--- src/sv/gyrc_pkg.sv ---
// ----------------------------------------------------------------------------
// gyrc_pkg: shared types and constants of the yaw-rate correction loop
// Item layouts, serial arithmetic request types and fixed-point constants.
// ----------------------------------------------------------------------------
package gyrc_pkg;

  localparam int unsigned DATA_W    = 32;
  localparam int unsigned SUM_W     = 48;
  localparam int unsigned CFG_IDX_W = 2;
  localparam int unsigned DELAY_W   = 16;

  // Serial multiplier: 64-bit multiplicand, up to 48 multiplier bits.
  localparam int unsigned MUL_A_W   = 64;
  localparam int unsigned MUL_B_W   = 48;
  localparam int unsigned MUL_CNT_W = 6;
  localparam int unsigned MUL_ACC_W = 66;

  // Serial divider: 64-bit dividend, 32-bit divisor.
  localparam int unsigned DIV_N_W   = 64;
  localparam int unsigned DIV_D_W   = 32;
  localparam int unsigned DIV_CNT_W = 7;

  // Q4.20 constants.
  localparam logic [33:0] Q_PI     = 34'd3294199;
  localparam logic [33:0] Q_TWO_PI = 34'd6588397;
  localparam logic [31:0] Q_ONE    = 32'd1048576;

  // Register indexes of the configuration port.
  localparam logic [CFG_IDX_W-1:0] REG_HEADING_PROP  = 2'd0;
  localparam logic [CFG_IDX_W-1:0] REG_HEADING_INTEG = 2'd1;
  localparam logic [CFG_IDX_W-1:0] REG_RATE_PROP     = 2'd2;
  localparam logic [CFG_IDX_W-1:0] REG_LOCK_DELAY    = 2'd3;

  typedef enum logic [1:0] {
    CAP_NONE,
    CAP_47,
    CAP_62
  } cap_sel_e;

  typedef struct packed {
    logic [31:0]        time_tick;
    logic signed [31:0] speed_reference;
    logic signed [31:0] rate_reference;
    logic signed [31:0] rate_measured;
    logic signed [31:0] heading_measured;
  } in_item_t;

  typedef struct packed {
    logic signed [31:0] rate_command;
    logic               stale_hold;
  } out_item_t;

  typedef struct packed {
    logic                 start;
    logic [MUL_A_W-1:0]   a;
    logic [MUL_B_W-1:0]   b;    // left-justified, MSB first
    logic [MUL_CNT_W-1:0] len;  // number of multiplier bits to consume
    cap_sel_e             cap;
  } mul_req_t;

  typedef struct packed {
    logic start;
    logic [DIV_N_W-1:0] num;
    logic [DIV_D_W-1:0] den;
  } div_req_t;

  typedef struct packed {
    logic busy;
    logic done;
  } unit_stat_t;

endpackage

--- src/sv/gyrc_serial_mul.sv ---
// ----------------------------------------------------------------------------
// gyrc_serial_mul: bit-serial saturating multiplier
// Consumes one multiplier bit per cycle, MSB first, and caps the magnitude.
// ----------------------------------------------------------------------------
module gyrc_serial_mul (
  input  logic                 clk_i,
  input  logic                 rst_ni,
  input  gyrc_pkg::mul_req_t   req_i,
  output gyrc_pkg::unit_stat_t stat_o,
  output logic [63:0]          prod_o
);
  import gyrc_pkg::*;

  logic [MUL_ACC_W-1:0] acc_q, acc_d, cap_q, cap_d, nxt;
  logic [MUL_A_W-1:0]   a_q, a_d;
  logic [MUL_B_W-1:0]   b_q, b_d;
  logic [MUL_CNT_W-1:0] cnt_q, cnt_d;
  logic                 ovf_q, ovf_d, busy_q, busy_d, done_q, done_d;

  assign nxt = {acc_q[MUL_ACC_W-2:0], 1'b0} +
               (b_q[MUL_B_W-1] ? {2'b00, a_q} : '0);

  always_comb begin
    acc_d  = acc_q;
    cap_d  = cap_q;
    a_d    = a_q;
    b_d    = b_q;
    cnt_d  = cnt_q;
    ovf_d  = ovf_q;
    busy_d = busy_q;
    done_d = 1'b0;
    if (req_i.start) begin
      acc_d  = '0;
      ovf_d  = 1'b0;
      a_d    = req_i.a;
      b_d    = req_i.b;
      cnt_d  = req_i.len;
      busy_d = 1'b1;
      unique case (req_i.cap)
        CAP_47:  cap_d = MUL_ACC_W'(1) << 47;
        CAP_62:  cap_d = MUL_ACC_W'(1) << 62;
        default: cap_d = MUL_ACC_W'(1) << 64;
      endcase
    end else if (busy_q) begin
      // Partial sums only grow, so once past the cap the result is the cap.
      if (!ovf_q) begin
        if (nxt > cap_q) ovf_d = 1'b1;
        else acc_d = nxt;
      end
      b_d   = {b_q[MUL_B_W-2:0], 1'b0};
      cnt_d = cnt_q - 1'b1;
      if (cnt_q == MUL_CNT_W'(1)) begin
        busy_d = 1'b0;
        done_d = 1'b1;
      end
    end
  end

  always_ff @(posedge clk_i or negedge rst_ni) begin
    if (!rst_ni) begin
      busy_q <= 1'b0;
      done_q <= 1'b0;
      ovf_q  <= 1'b0;
      cnt_q  <= '0;
    end else begin
      busy_q <= busy_d;
      done_q <= done_d;
      ovf_q  <= ovf_d;
      cnt_q  <= cnt_d;
    end
  end

  always_ff @(posedge clk_i) begin
    acc_q <= acc_d;
    cap_q <= cap_d;
    a_q   <= a_d;
    b_q   <= b_d;
  end

  assign stat_o.busy = busy_q;
  assign stat_o.done = done_q;
  assign prod_o      = ovf_q ? cap_q[63:0] : acc_q[63:0];

endmodule

--- src/sv/gyrc_serial_div.sv ---
// ----------------------------------------------------------------------------
// gyrc_serial_div: restoring divider
// Unsigned 64 by 32 bit division, one quotient bit per cycle.
// ----------------------------------------------------------------------------
module gyrc_serial_div (
  input  logic                 clk_i,
  input  logic                 rst_ni,
  input  gyrc_pkg::div_req_t   req_i,
  output gyrc_pkg::unit_stat_t stat_o,
  output logic [63:0]          quo_o
);
  import gyrc_pkg::*;

  logic [DIV_D_W-1:0]   rem_q, rem_d, den_q, den_d;
  logic [DIV_N_W-1:0]   quo_q, quo_d;
  logic [DIV_CNT_W-1:0] cnt_q, cnt_d;
  logic                 busy_q, busy_d, done_q, done_d;
  logic [DIV_D_W:0]     shifted, trial;

  assign shifted = {rem_q, quo_q[DIV_N_W-1]};
  assign trial   = shifted - {1'b0, den_q};

  always_comb begin
    rem_d  = rem_q;
    den_d  = den_q;
    quo_d  = quo_q;
    cnt_d  = cnt_q;
    busy_d = busy_q;
    done_d = 1'b0;
    if (req_i.start) begin
      rem_d  = '0;
      den_d  = req_i.den;
      quo_d  = req_i.num;
      cnt_d  = DIV_CNT_W'(DIV_N_W);
      busy_d = 1'b1;
    end else if (busy_q) begin
      // The dividend shifts out of the top as quotient bits shift in below.
      if (!trial[DIV_D_W]) begin
        rem_d = trial[DIV_D_W-1:0];
        quo_d = {quo_q[DIV_N_W-2:0], 1'b1};
      end else begin
        rem_d = shifted[DIV_D_W-1:0];
        quo_d = {quo_q[DIV_N_W-2:0], 1'b0};
      end
      cnt_d = cnt_q - 1'b1;
      if (cnt_q == DIV_CNT_W'(1)) begin
        busy_d = 1'b0;
        done_d = 1'b1;
      end
    end
  end

  always_ff @(posedge clk_i or negedge rst_ni) begin
    if (!rst_ni) begin
      busy_q <= 1'b0;
      done_q <= 1'b0;
      cnt_q  <= '0;
    end else begin
      busy_q <= busy_d;
      done_q <= done_d;
      cnt_q  <= cnt_d;
    end
  end

  always_ff @(posedge clk_i) begin
    rem_q <= rem_d;
    den_q <= den_d;
    quo_q <= quo_d;
  end

  assign stat_o.busy = busy_q;
  assign stat_o.done = done_q;
  assign quo_o       = quo_q;

endmodule

--- src/sv/gyro_yaw_rate_correction_loop_core.sv ---
// ----------------------------------------------------------------------------
// gyro_yaw_rate_correction_loop_core: yaw-rate command correction
// Heading PI hold, rate jumps and rate P feedback on one yaw-rate command.
//
//   channel | direction | handshake          | payload
//   --------+-----------+--------------------+------------------------------
//   in      | input     | in_valid/in_stall  | in_item_t (time, refs, meas)
//   out     | output    | out_valid/out_stall| out_item_t (command, stale)
//   cfg     | input     | cfg_valid/ready    | register index and data
//
// One item at a time. Direct cases finish without the serial units; the heading
// PI loop runs five serial multiplies of 32 or 48 bit steps; rate feedback with a
// scaling step runs three multiplies and a 64 step division.
// Reset is asynchronous and returns all history to its initial values.
// A result waiting under out_stall blocks only the final step of the next item.
// ----------------------------------------------------------------------------
module gyro_yaw_rate_correction_loop_core (
  input  logic                              clk_i,
  input  logic                              rst_ni,
  input  logic                              in_valid_i,
  output logic                              in_stall_o,
  input  gyrc_pkg::in_item_t                in_data_i,
  output logic                              out_valid_o,
  input  logic                              out_stall_i,
  output gyrc_pkg::out_item_t               out_data_o,
  input  logic                              cfg_valid_i,
  output logic                              cfg_ready_o,
  input  logic [gyrc_pkg::CFG_IDX_W-1:0]    cfg_index_i,
  input  logic [gyrc_pkg::DATA_W-1:0]       cfg_data_i
);
  import gyrc_pkg::*;

  localparam logic [3:0] ST_IDLE   = 4'd0;
  localparam logic [3:0] ST_DECIDE = 4'd1;
  localparam logic [3:0] ST_PI_M1  = 4'd2;
  localparam logic [3:0] ST_PI_M2  = 4'd3;
  localparam logic [3:0] ST_PI_M3  = 4'd4;
  localparam logic [3:0] ST_PI_M4  = 4'd5;
  localparam logic [3:0] ST_PI_M5  = 4'd6;
  localparam logic [3:0] ST_SC_MUL = 4'd7;
  localparam logic [3:0] ST_SC_DIV = 4'd8;
  localparam logic [3:0] ST_RATE   = 4'd9;
  localparam logic [3:0] ST_RT_M1  = 4'd10;
  localparam logic [3:0] ST_RT_M2  = 4'd11;
  localparam logic [3:0] ST_FINISH = 4'd12;

  function automatic logic [31:0] abs32(input logic signed [31:0] x);
    abs32 = x[31] ? 32'(-x) : 32'(x);
  endfunction

  function automatic logic signed [31:0] sat41(input logic signed [40:0] x);
    if (x > 41'sd2147483647) sat41 = 32'sh7fffffff;
    else if (x < -41'sd2147483648) sat41 = 32'sh80000000;
    else sat41 = x[31:0];
  endfunction

  // Configuration and history.
  logic [31:0]        hpg_q, hpg_d, hig_q, hig_d, rpg_q, rpg_d;
  logic [15:0]        delay_q, delay_d;
  logic               first_q, first_d, straight_q, straight_d;
  logic signed [31:0] held_q, held_d;
  logic signed [47:0] sum_q, sum_d;
  logic signed [31:0] last_ref_q, last_ref_d, last_meas_q, last_meas_d;
  logic signed [31:0] last_cmd_q, last_cmd_d;
  logic [31:0]        last_time_q, last_time_d, jump_time_q, jump_time_d;

  // Item and working registers.
  logic [3:0]         state_q, state_d;
  logic [31:0]        t_q;
  logic               speed_nz_q;
  logic signed [31:0] ref_q, meas_q, head_q;
  logic signed [31:0] cmd_q, cmd_d;
  logic               stale_q, stale_d;
  logic signed [33:0] err_q, err_d;
  logic signed [47:0] sum_new_q, sum_new_d;
  logic signed [39:0] t1_q, t1_d;
  out_item_t          out_q, out_d;
  logic               out_valid_q, out_valid_d;
  mul_req_t           mul_req_q, mul_req_d;
  div_req_t           div_req_q, div_req_d;

  unit_stat_t         mul_stat, div_stat;
  logic [63:0]        mul_res, div_quo;
  logic               accept;

  // Decision terms.
  logic [31:0]        dt, ar, ap, elapsed;
  logic [35:0]        ap10;
  logic [36:0]        ar20;
  logic [33:0]        ap3, ar3;
  logic               prev_nz, rise, ratio, opposite, same, jump_a, jump_b, late;
  logic               scale_later, meas_same;
  logic signed [33:0] diff, diff_wrap;
  logic [33:0]        err_mag;
  logic [47:0]        sum_mag;
  logic signed [32:0] rm;
  logic [32:0]        rm_mag;
  logic signed [48:0] sum_ext;
  logic signed [39:0] gterm;
  logic               scale_neg;
  logic signed [31:0] scaled;

  gyrc_serial_mul u_mul (
    .clk_i  (clk_i),
    .rst_ni (rst_ni),
    .req_i  (mul_req_q),
    .stat_o (mul_stat),
    .prod_o (mul_res)
  );

  gyrc_serial_div u_div (
    .clk_i  (clk_i),
    .rst_ni (rst_ni),
    .req_i  (div_req_q),
    .stat_o (div_stat),
    .quo_o  (div_quo)
  );

  assign in_stall_o  = (state_q != ST_IDLE);
  assign accept      = in_valid_i && !in_stall_o;
  assign cfg_ready_o = 1'b1;
  assign out_valid_o = out_valid_q;
  assign out_data_o  = out_q;

  assign dt       = t_q - last_time_q;
  assign ar       = abs32(ref_q);
  assign ap       = abs32(last_ref_q);
  assign ap10     = {1'b0, ap, 3'b000} + {3'b000, ap, 1'b0};
  assign prev_nz  = ap10 < 36'(Q_ONE);
  assign ar20     = {1'b0, ar, 4'b0000} + {3'b000, ar, 2'b00};
  assign rise     = ar20 >= 37'(3 * Q_ONE);
  assign ap3      = {1'b0, ap, 1'b0} + {2'b00, ap};
  assign ar3      = {1'b0, ar, 1'b0} + {2'b00, ar};
  assign ratio    = ({1'b0, ar, 1'b0} > ap3) || ({1'b0, ap, 1'b0} > ar3);
  assign opposite = (ref_q < 0 && last_ref_q > 0) || (ref_q > 0 && last_ref_q < 0);
  assign same     = (ref_q < 0 && last_ref_q < 0) || (ref_q > 0 && last_ref_q > 0);
  assign jump_a   = opposite || (prev_nz && rise);
  assign jump_b   = !prev_nz && same && ratio;
  assign elapsed  = t_q - jump_time_q;
  assign late     = elapsed >= {16'h0000, delay_q};
  assign meas_same = (meas_q == last_meas_q);
  // Inside the lock delay with no new jump, a changed reference that was not near zero scales the command by the ratio.
  assign scale_later = !jump_a && !jump_b && !late && (t_q != jump_time_q) &&
                       !(prev_nz || ref_q == last_ref_q);

  // A difference above pi cannot fall below minus pi after one wrap.
  assign diff      = 34'(held_q) - 34'(head_q);
  assign diff_wrap = (diff > $signed(Q_PI)) ? diff - $signed(Q_TWO_PI) :
                     (diff < -$signed(Q_PI)) ? diff + $signed(Q_TWO_PI) : diff;
  assign err_mag   = err_q[33] ? 34'(-err_q) : 34'(err_q);
  assign sum_mag   = sum_new_q[47] ? 48'(-sum_new_q) : 48'(sum_new_q);
  assign rm        = 33'(ref_q) - 33'(meas_q);
  assign rm_mag    = rm[32] ? 33'(-rm) : 33'(rm);

  assign sum_ext = 49'(sum_q) + (err_q[33] ? -$signed({1'b0, mul_res[47:0]})
                                           : $signed({1'b0, mul_res[47:0]}));
  assign gterm   = $signed({1'b0, mul_res[62:24]});

  assign scale_neg = last_cmd_q[31] ^ ref_q[31] ^ last_ref_q[31];
  always_comb begin
    if (!scale_neg) begin
      scaled = (div_quo > 64'd2147483647) ? 32'sh7fffffff : $signed(div_quo[31:0]);
    end else begin
      scaled = (div_quo > 64'd2147483648) ? 32'sh80000000 : $signed(32'(-div_quo[31:0]));
    end
  end

  always_comb begin
    hpg_d       = hpg_q;
    hig_d       = hig_q;
    rpg_d       = rpg_q;
    delay_d     = delay_q;
    first_d     = first_q;
    straight_d  = straight_q;
    held_d      = held_q;
    sum_d       = sum_q;
    last_ref_d  = last_ref_q;
    last_meas_d = last_meas_q;
    last_cmd_d  = last_cmd_q;
    last_time_d = last_time_q;
    jump_time_d = jump_time_q;
    state_d     = state_q;
    cmd_d       = cmd_q;
    stale_d     = stale_q;
    err_d       = err_q;
    sum_new_d   = sum_new_q;
    t1_d        = t1_q;
    out_d       = out_q;
    out_valid_d = out_valid_q && out_stall_i;
    mul_req_d   = mul_req_q;
    mul_req_d.start = 1'b0;
    div_req_d   = div_req_q;
    div_req_d.start = 1'b0;

    if (cfg_valid_i) begin
      unique case (cfg_index_i)
        REG_HEADING_PROP:  hpg_d   = cfg_data_i;
        REG_HEADING_INTEG: hig_d   = cfg_data_i;
        REG_RATE_PROP:     rpg_d   = cfg_data_i;
        REG_LOCK_DELAY:    delay_d = cfg_data_i[15:0];
        default: ;
      endcase
    end

    unique case (state_q)
      ST_IDLE: begin
        if (accept) begin
          state_d = ST_DECIDE;
          cmd_d   = last_cmd_q;
          stale_d = 1'b0;
        end
      end
      ST_DECIDE: begin
        state_d = ST_FINISH;
        if (first_q) begin
          cmd_d       = ref_q;
          first_d     = 1'b0;
          jump_time_d = '0;
        end else if (ref_q == 0) begin
          if (!speed_nz_q) begin
            cmd_d      = '0;
            straight_d = 1'b0;
          end else if (!straight_q) begin
            cmd_d      = '0;
            straight_d = 1'b1;
            held_d     = head_q;
            sum_d      = '0;
          end else if (meas_same) begin
            stale_d = 1'b1;
          end else begin
            err_d           = diff_wrap;
            mul_req_d.start = 1'b1;
            mul_req_d.a     = 64'(diff_wrap[33] ? 34'(-diff_wrap) : 34'(diff_wrap));
            mul_req_d.b     = {dt, 16'h0000};
            mul_req_d.len   = MUL_CNT_W'(32);
            mul_req_d.cap   = CAP_47;
            state_d         = ST_PI_M1;
          end
        end else begin
          if (jump_a) cmd_d = ref_q;
          if (jump_a || jump_b) jump_time_d = t_q;
          if (jump_b || scale_later) begin
            mul_req_d.start = 1'b1;
            mul_req_d.a     = 64'(abs32(last_cmd_q));
            mul_req_d.b     = {ar, 16'h0000};
            mul_req_d.len   = MUL_CNT_W'(32);
            mul_req_d.cap   = CAP_NONE;
            state_d         = ST_SC_MUL;
          end else begin
            state_d = ST_RATE;
          end
        end
      end
      ST_PI_M1: begin
        if (mul_stat.done) begin
          if (sum_ext > 49'sh7fffffffffff) sum_new_d = 48'sh7fffffffffff;
          else if (sum_ext < -49'sh800000000000) sum_new_d = 48'sh800000000000;
          else sum_new_d = sum_ext[47:0];
          mul_req_d.start = 1'b1;
          mul_req_d.a     = 64'(hpg_q);
          mul_req_d.b     = {dt, 16'h0000};
          mul_req_d.len   = MUL_CNT_W'(32);
          mul_req_d.cap   = CAP_NONE;
          state_d         = ST_PI_M2;
        end
      end
      ST_PI_M2: begin
        if (mul_stat.done) begin
          mul_req_d.start = 1'b1;
          mul_req_d.a     = mul_res;
          mul_req_d.b     = 48'(err_mag);
          mul_req_d.len   = MUL_CNT_W'(MUL_B_W);
          mul_req_d.cap   = CAP_62;
          state_d         = ST_PI_M3;
        end
      end
      ST_PI_M3: begin
        if (mul_stat.done) begin
          t1_d            = err_q[33] ? -gterm : gterm;
          mul_req_d.start = 1'b1;
          mul_req_d.a     = 64'(hig_q);
          mul_req_d.b     = {dt, 16'h0000};
          mul_req_d.len   = MUL_CNT_W'(32);
          mul_req_d.cap   = CAP_NONE;
          state_d         = ST_PI_M4;
        end
      end
      ST_PI_M4: begin
        if (mul_stat.done) begin
          mul_req_d.start = 1'b1;
          mul_req_d.a     = mul_res;
          mul_req_d.b     = sum_mag;
          mul_req_d.len   = MUL_CNT_W'(MUL_B_W);
          mul_req_d.cap   = CAP_62;
          state_d         = ST_PI_M5;
        end
      end
      ST_PI_M5: begin
        if (mul_stat.done) begin
          cmd_d   = sat41(41'(t1_q) + 41'(sum_new_q[47] ? -gterm : gterm));
          sum_d   = sum_new_q;
          state_d = ST_FINISH;
        end
      end
      ST_SC_MUL: begin
        if (mul_stat.done) begin
          div_req_d.start = 1'b1;
          div_req_d.num   = mul_res;
          div_req_d.den   = ap;
          state_d         = ST_SC_DIV;
        end
      end
      ST_SC_DIV: begin
        if (div_stat.done) begin
          cmd_d   = scaled;
          state_d = ST_RATE;
        end
      end
      ST_RATE: begin
        if (late && meas_same) begin
          stale_d = 1'b1;
          state_d = ST_FINISH;
        end else begin
          straight_d = 1'b0;
          if (late) begin
            mul_req_d.start = 1'b1;
            mul_req_d.a     = 64'(rpg_q);
            mul_req_d.b     = {dt, 16'h0000};
            mul_req_d.len   = MUL_CNT_W'(32);
            mul_req_d.cap   = CAP_NONE;
            state_d         = ST_RT_M1;
          end else begin
            state_d = ST_FINISH;
          end
        end
      end
      ST_RT_M1: begin
        if (mul_stat.done) begin
          mul_req_d.start = 1'b1;
          mul_req_d.a     = mul_res;
          mul_req_d.b     = 48'(rm_mag);
          mul_req_d.len   = MUL_CNT_W'(MUL_B_W);
          mul_req_d.cap   = CAP_62;
          state_d         = ST_RT_M2;
        end
      end
      ST_RT_M2: begin
        if (mul_stat.done) begin
          cmd_d   = sat41(41'(last_cmd_q) + 41'(rm[32] ? -gterm : gterm));
          state_d = ST_FINISH;
        end
      end
      ST_FINISH: begin
        if (!out_valid_q || !out_stall_i) begin
          out_d.rate_command = cmd_q;
          out_d.stale_hold   = stale_q;
          out_valid_d        = 1'b1;
          if (!stale_q) begin
            last_ref_d  = ref_q;
            last_meas_d = meas_q;
            last_cmd_d  = cmd_q;
            last_time_d = t_q;
          end
          state_d = ST_IDLE;
        end
      end
      default: state_d = ST_IDLE;
    endcase
  end

  always_ff @(posedge clk_i or negedge rst_ni) begin
    if (!rst_ni) begin
      hpg_q       <= '0;
      hig_q       <= '0;
      rpg_q       <= '0;
      delay_q     <= '0;
      first_q     <= 1'b1;
      straight_q  <= 1'b0;
      held_q      <= '0;
      sum_q       <= '0;
      last_ref_q  <= '0;
      last_meas_q <= '0;
      last_cmd_q  <= '0;
      last_time_q <= '0;
      jump_time_q <= '0;
      state_q     <= ST_IDLE;
      out_valid_q <= 1'b0;
      mul_req_q   <= '0;
      div_req_q   <= '0;
    end else begin
      hpg_q       <= hpg_d;
      hig_q       <= hig_d;
      rpg_q       <= rpg_d;
      delay_q     <= delay_d;
      first_q     <= first_d;
      straight_q  <= straight_d;
      held_q      <= held_d;
      sum_q       <= sum_d;
      last_ref_q  <= last_ref_d;
      last_meas_q <= last_meas_d;
      last_cmd_q  <= last_cmd_d;
      last_time_q <= last_time_d;
      jump_time_q <= jump_time_d;
      state_q     <= state_d;
      out_valid_q <= out_valid_d;
      mul_req_q   <= mul_req_d;
      div_req_q   <= div_req_d;
    end
  end

  always_ff @(posedge clk_i) begin
    if (accept) begin
      t_q        <= in_data_i.time_tick;
      speed_nz_q <= (in_data_i.speed_reference != 0);
      ref_q      <= in_data_i.rate_reference;
      meas_q     <= in_data_i.rate_measured;
      head_q     <= in_data_i.heading_measured;
    end
    cmd_q     <= cmd_d;
    stale_q   <= stale_d;
    err_q     <= err_d;
    sum_new_q <= sum_new_d;
    t1_q      <= t1_d;
    out_q     <= out_d;
  end

  // An accepted transfer always leaves the idle state.
  a_accept_busy: assert property (@(posedge clk_i) disable iff (!rst_ni)
    accept |=> state_q != ST_IDLE)
    else $error("accepted item did not start processing");

  // A new result appears only out of the final step.
  a_out_from_finish: assert property (@(posedge clk_i) disable iff (!rst_ni)
    $rose(out_valid_q) |-> $past(state_q == ST_FINISH))
    else $error("result raised outside the final step");

  // The sequencer never restarts an arithmetic unit that is still running.
  a_mul_start_idle: assert property (@(posedge clk_i) disable iff (!rst_ni)
    mul_req_q.start |-> !mul_stat.busy)
    else $error("multiplier started while busy");

  a_div_start_idle: assert property (@(posedge clk_i) disable iff (!rst_ni)
    div_req_q.start |-> !div_stat.busy)
    else $error("divider started while busy");

endmodule

--- config.mk ---
export PLATFORM = sky130hd
export DESIGN_NAME = gyro_yaw_rate_correction_loop_core
export DESIGN_NICKNAME = d
export VERILOG_FILES = /design/src/sv/gyrc_pkg.sv /design/src/sv/gyrc_serial_mul.sv /design/src/sv/gyrc_serial_div.sv /design/src/sv/gyro_yaw_rate_correction_loop_core.sv
export SDC_FILE = /design/constraint.sdc
export NUM_CORES = 2
export LEC_CHECK = 0
export BUFFER_PORTS_ARGS = -buffer_cell sky130_fd_sc_hd__buf_2
export CORE_ASPECT_RATIO = 1.25
export CORE_MARGIN = 1
export CORE_UTILIZATION = 43
export CTS_BUF_LIST = sky130_fd_sc_hd__clkbuf_4
export DETAILED_ROUTE_END_ITERATION = 6
export GPL_ROUTABILITY_DRIVEN = 0
export SLEW_MARGIN = 20
export SYNTH_ARGS = -nofsm -noshare
export SYNTH_HDL_FRONTEND = slang
export SYNTH_SLANG_ARGS = --single-unit
--- constraint.sdc ---
create_clock -name clk_i -period 18.61 [get_ports clk_i]
set_input_delay 0 -clock clk_i [delete_from_list [all_inputs] [get_ports clk_i]]
set_output_delay 0 -clock clk_i [all_outputs]
set_load 0.02 [all_outputs]
==> results.toml <==
[sta]
fin_skew_ns = 0.142
clock.fmax_mhz = 95.4
maxSlewHeadroom_pct = 22.3
hold_viol = 0
maxSlewViolCount = 0
fin_tns_setup_ns = 0
whs_ns = 0.146
rsz0062_at_grt = "no"
fin_crit_sh_pct = 56.3
setup_viol = 0
tightest_slew_ns = 1.15
finalCriticalPeriod_ns = 10.48

[setup_path]
crit_buf_inv = 4
cpMostUsedCell = "a21oi_1"
regToRegEndpoint = "cmd_q[5]"
rrSetupSlack_ns = 8.13
cp.depth = 36
r2r_start = "ref_q[0]"
cp.arrival_ns = 11.70
worstSetupEndpoint = "cmd_q[5]"
worst_setup_path_start_kind = "flop"
cp-end-kind = "flop"
crit_start = "ref_q[0]"
cp.required_ns = 19.82
rr_worst_depth = 36
worstPathMaxFanout = 43
critPathTopFamily = "compound AO/OA/AOI/OAI gates"
cpMaxStageDelayCell = "edfxtp_1"
critPathKind = "flop to flop"
critPathMaxStageDelay_ns = 0.62

[cells_and_area]
multi_input_area_mm2 = 0.0512
stdcell_count = 13300
fin_area_mm2 = 0.101
mostFrequentLayoutCells = "nand2_1, nor2_1, dfrtp_1, o21ai_0, clkbuf_4"
drive_gt1_share_pct = 14.2
num-nets-final = 11000
nFillCells = 18600
final_common_cell = "nand2_1"
area_growth_syn_to_layout_pct = 15.6
seq_area_mm2 = 0.0326

[cts]
cts_max_level = 5
clock-sinks = 1215
clock_latency_ns = 1.45
path_clk_slew_ns = 0.07
cts.root.buffer_cell = "clkbuf_4"
cts_resized = 0
ctsLongestPathBuffers = 4
postCtsSetupRepairBufs = 0
cts_made_buffers = 348
cts_tree = "built"

[global_routing]
grt.total_usage_pct = 30.0
grt_pass1_wl_mm = 472
grt_start_max_net_pins = 124
grt_pass1_vias = 78000
antenna_found_initial = 13
grt_overflow = 0

[floorplanning]
start_util_pct = 43.3
die_h_um = 506
rows = 184
core-area_mm2 = 0.201
die_width_um = 405
die_area_mm2 = 0.205
io_pins = 235

[route]
route.detailed.drc = 15
routed_wirelength_mm = 316
dr.pass1.iters = 7
drt_iter0_markers = 7934
wl_per_cell_um = 23.8
viasPerCell = 6.02
via_count = 79900
ant_nets = 0

[pwr]
power_w = 0.00571
static-leakage-power_nw = 42.3
power_density_mw_per_mm2 = 56.6
vdd_drop_max_uv = 73.0

[place]
postPlaceCellArea_mm2 = 0.0912
port_buffers = 233
hpwlAfterDp_mm = 229
dp_cells = 12100

[synth]
ys_warn_count = 0
syn_nets = 10200
postSynthAreaPerCell_um2 = 9.19
synth_seq_area_share_pct = 37.3
synth_area_leaders = "edfxtp_1, dfrtp_1, ha_1"
ys_seq_elements = 1215
synth_top_area_share_pct = 18.2
syn_area_mm2 = 0.0873
synthFlopType = "dfrtp_1"
yosysUniqueCellTypes = 137
yosysTopAreaCell = "edfxtp_1"
synth-edff-count = 528
netlist_instances = 9500
async_flop_share_pct = 48.6

[min_path]
worstHoldPathType = "primary input to flop"
min_from = "cfg_data_i[22]"

[run_status]
outcome = "finished with violations"
violations = "DRC"

[run]
max-cap-violations = 0
-- tightest hold or removal path, cell delays in order --
cell	delay, ns
dlygate4sd3_1	0.52
buf_2	0.11
dlygate4sd3_1	0.62
mux2_2	0.17
-- timing repair --
action,CTS,global route
hold buffers,510,0
endpoints found under the hold margin,860,0
setup endpoints to repair,0,0
-- flip-flops by register name, indices dropped and copies added, names as in the netlist, 33 cells and up --
signal       cells
out_data_o      33
u_mul.b_q       48
err_q           34
t1_q            40
div_req_q       97
u_div.quo_o     64
sum_q           48
sum_new_q       48
u_mul.a_q       64
mul_req_q      116
u_mul.acc_q     65
-- worst min path at each step --
stage,end,depth (start not counted)
2_1_floorplan,delay_q[0],0
3_3_place_gp,u_mul.cnt_q[0],1
3_5_place_dp,u_mul.cnt_q[1],1
4_1_cts,hpg_q[22],4
5_1_grt,hpg_q[22],4
6_report,hpg_q[22],4
-- synth_stat cells (201+ instances only) --
library cell,number
ha_1,538
inv_1,441
xor2_1,280
nor2_1,653
nand2_1,972
a21o_1,223
o21ai_0,564
dfrtp_1,589
mux2_2,316
a21oi_1,522
xnor2_1,510
edfxtp_1,528
clkbuf_1,362
nor3_1,201
-- routing by layer --
metal	vias to the layer above	global-route usage [%]	routed length [um]
li1	36700	-	-
met1	38700	36.8	125000
met2	3601	48.7	146000
met3	892	5.24	23300
met4	6	19.2	21900
met5	-	0	40
-- report_power, final --
part           switching, W  internal [W]
registers         0.0000240       0.00283
logic             0.0000883      0.000137
clock network       0.00125       0.00139
total               0.00136       0.00435
-- per-stage QoR --
step           setup slack [ns]  utilization (%)
5_1_grt                    7.56             50.1
4_1_cts                    8.12             50.1
3_3_place_gp               8.50             45.3
6_report                   8.13             50.1
2_1_floorplan              9.34                -
3_5_place_dp               8.22             45.3
-- cells by family (layout without fill, tap and decap cells) --
family,count (synthesis),count (layout),synth area share (%)
XOR/XNOR,794,794,8.01
other,1,22,0.00430
buffers and inverters,917,1963,4.20
AND/OR/NAND/NOR,3006,3006,16.9
adder cells (fa/ha/maj),602,602,8.58
multiplexers,407,407,5.12
AO/OA/AOI/OAI,2558,2558,19.9
flip-flops,1215,1215,37.3
-- final cells by class --
type | count | share of cell area (%)
Antenna cell | 21 | 0.0521
Clock buffer | 548 | 4.08
Clock inverter | 68 | 0.378
Inverter | 455 | 1.70
Multi-Input combinational cell | 7368 | 50.8
Sequential cell | 1215 | 32.3
Tap cell | 2697 | 3.34
Timing Repair Buffer | 892 | 7.40
No activity file was read; power rests on OpenSTA's default activity.
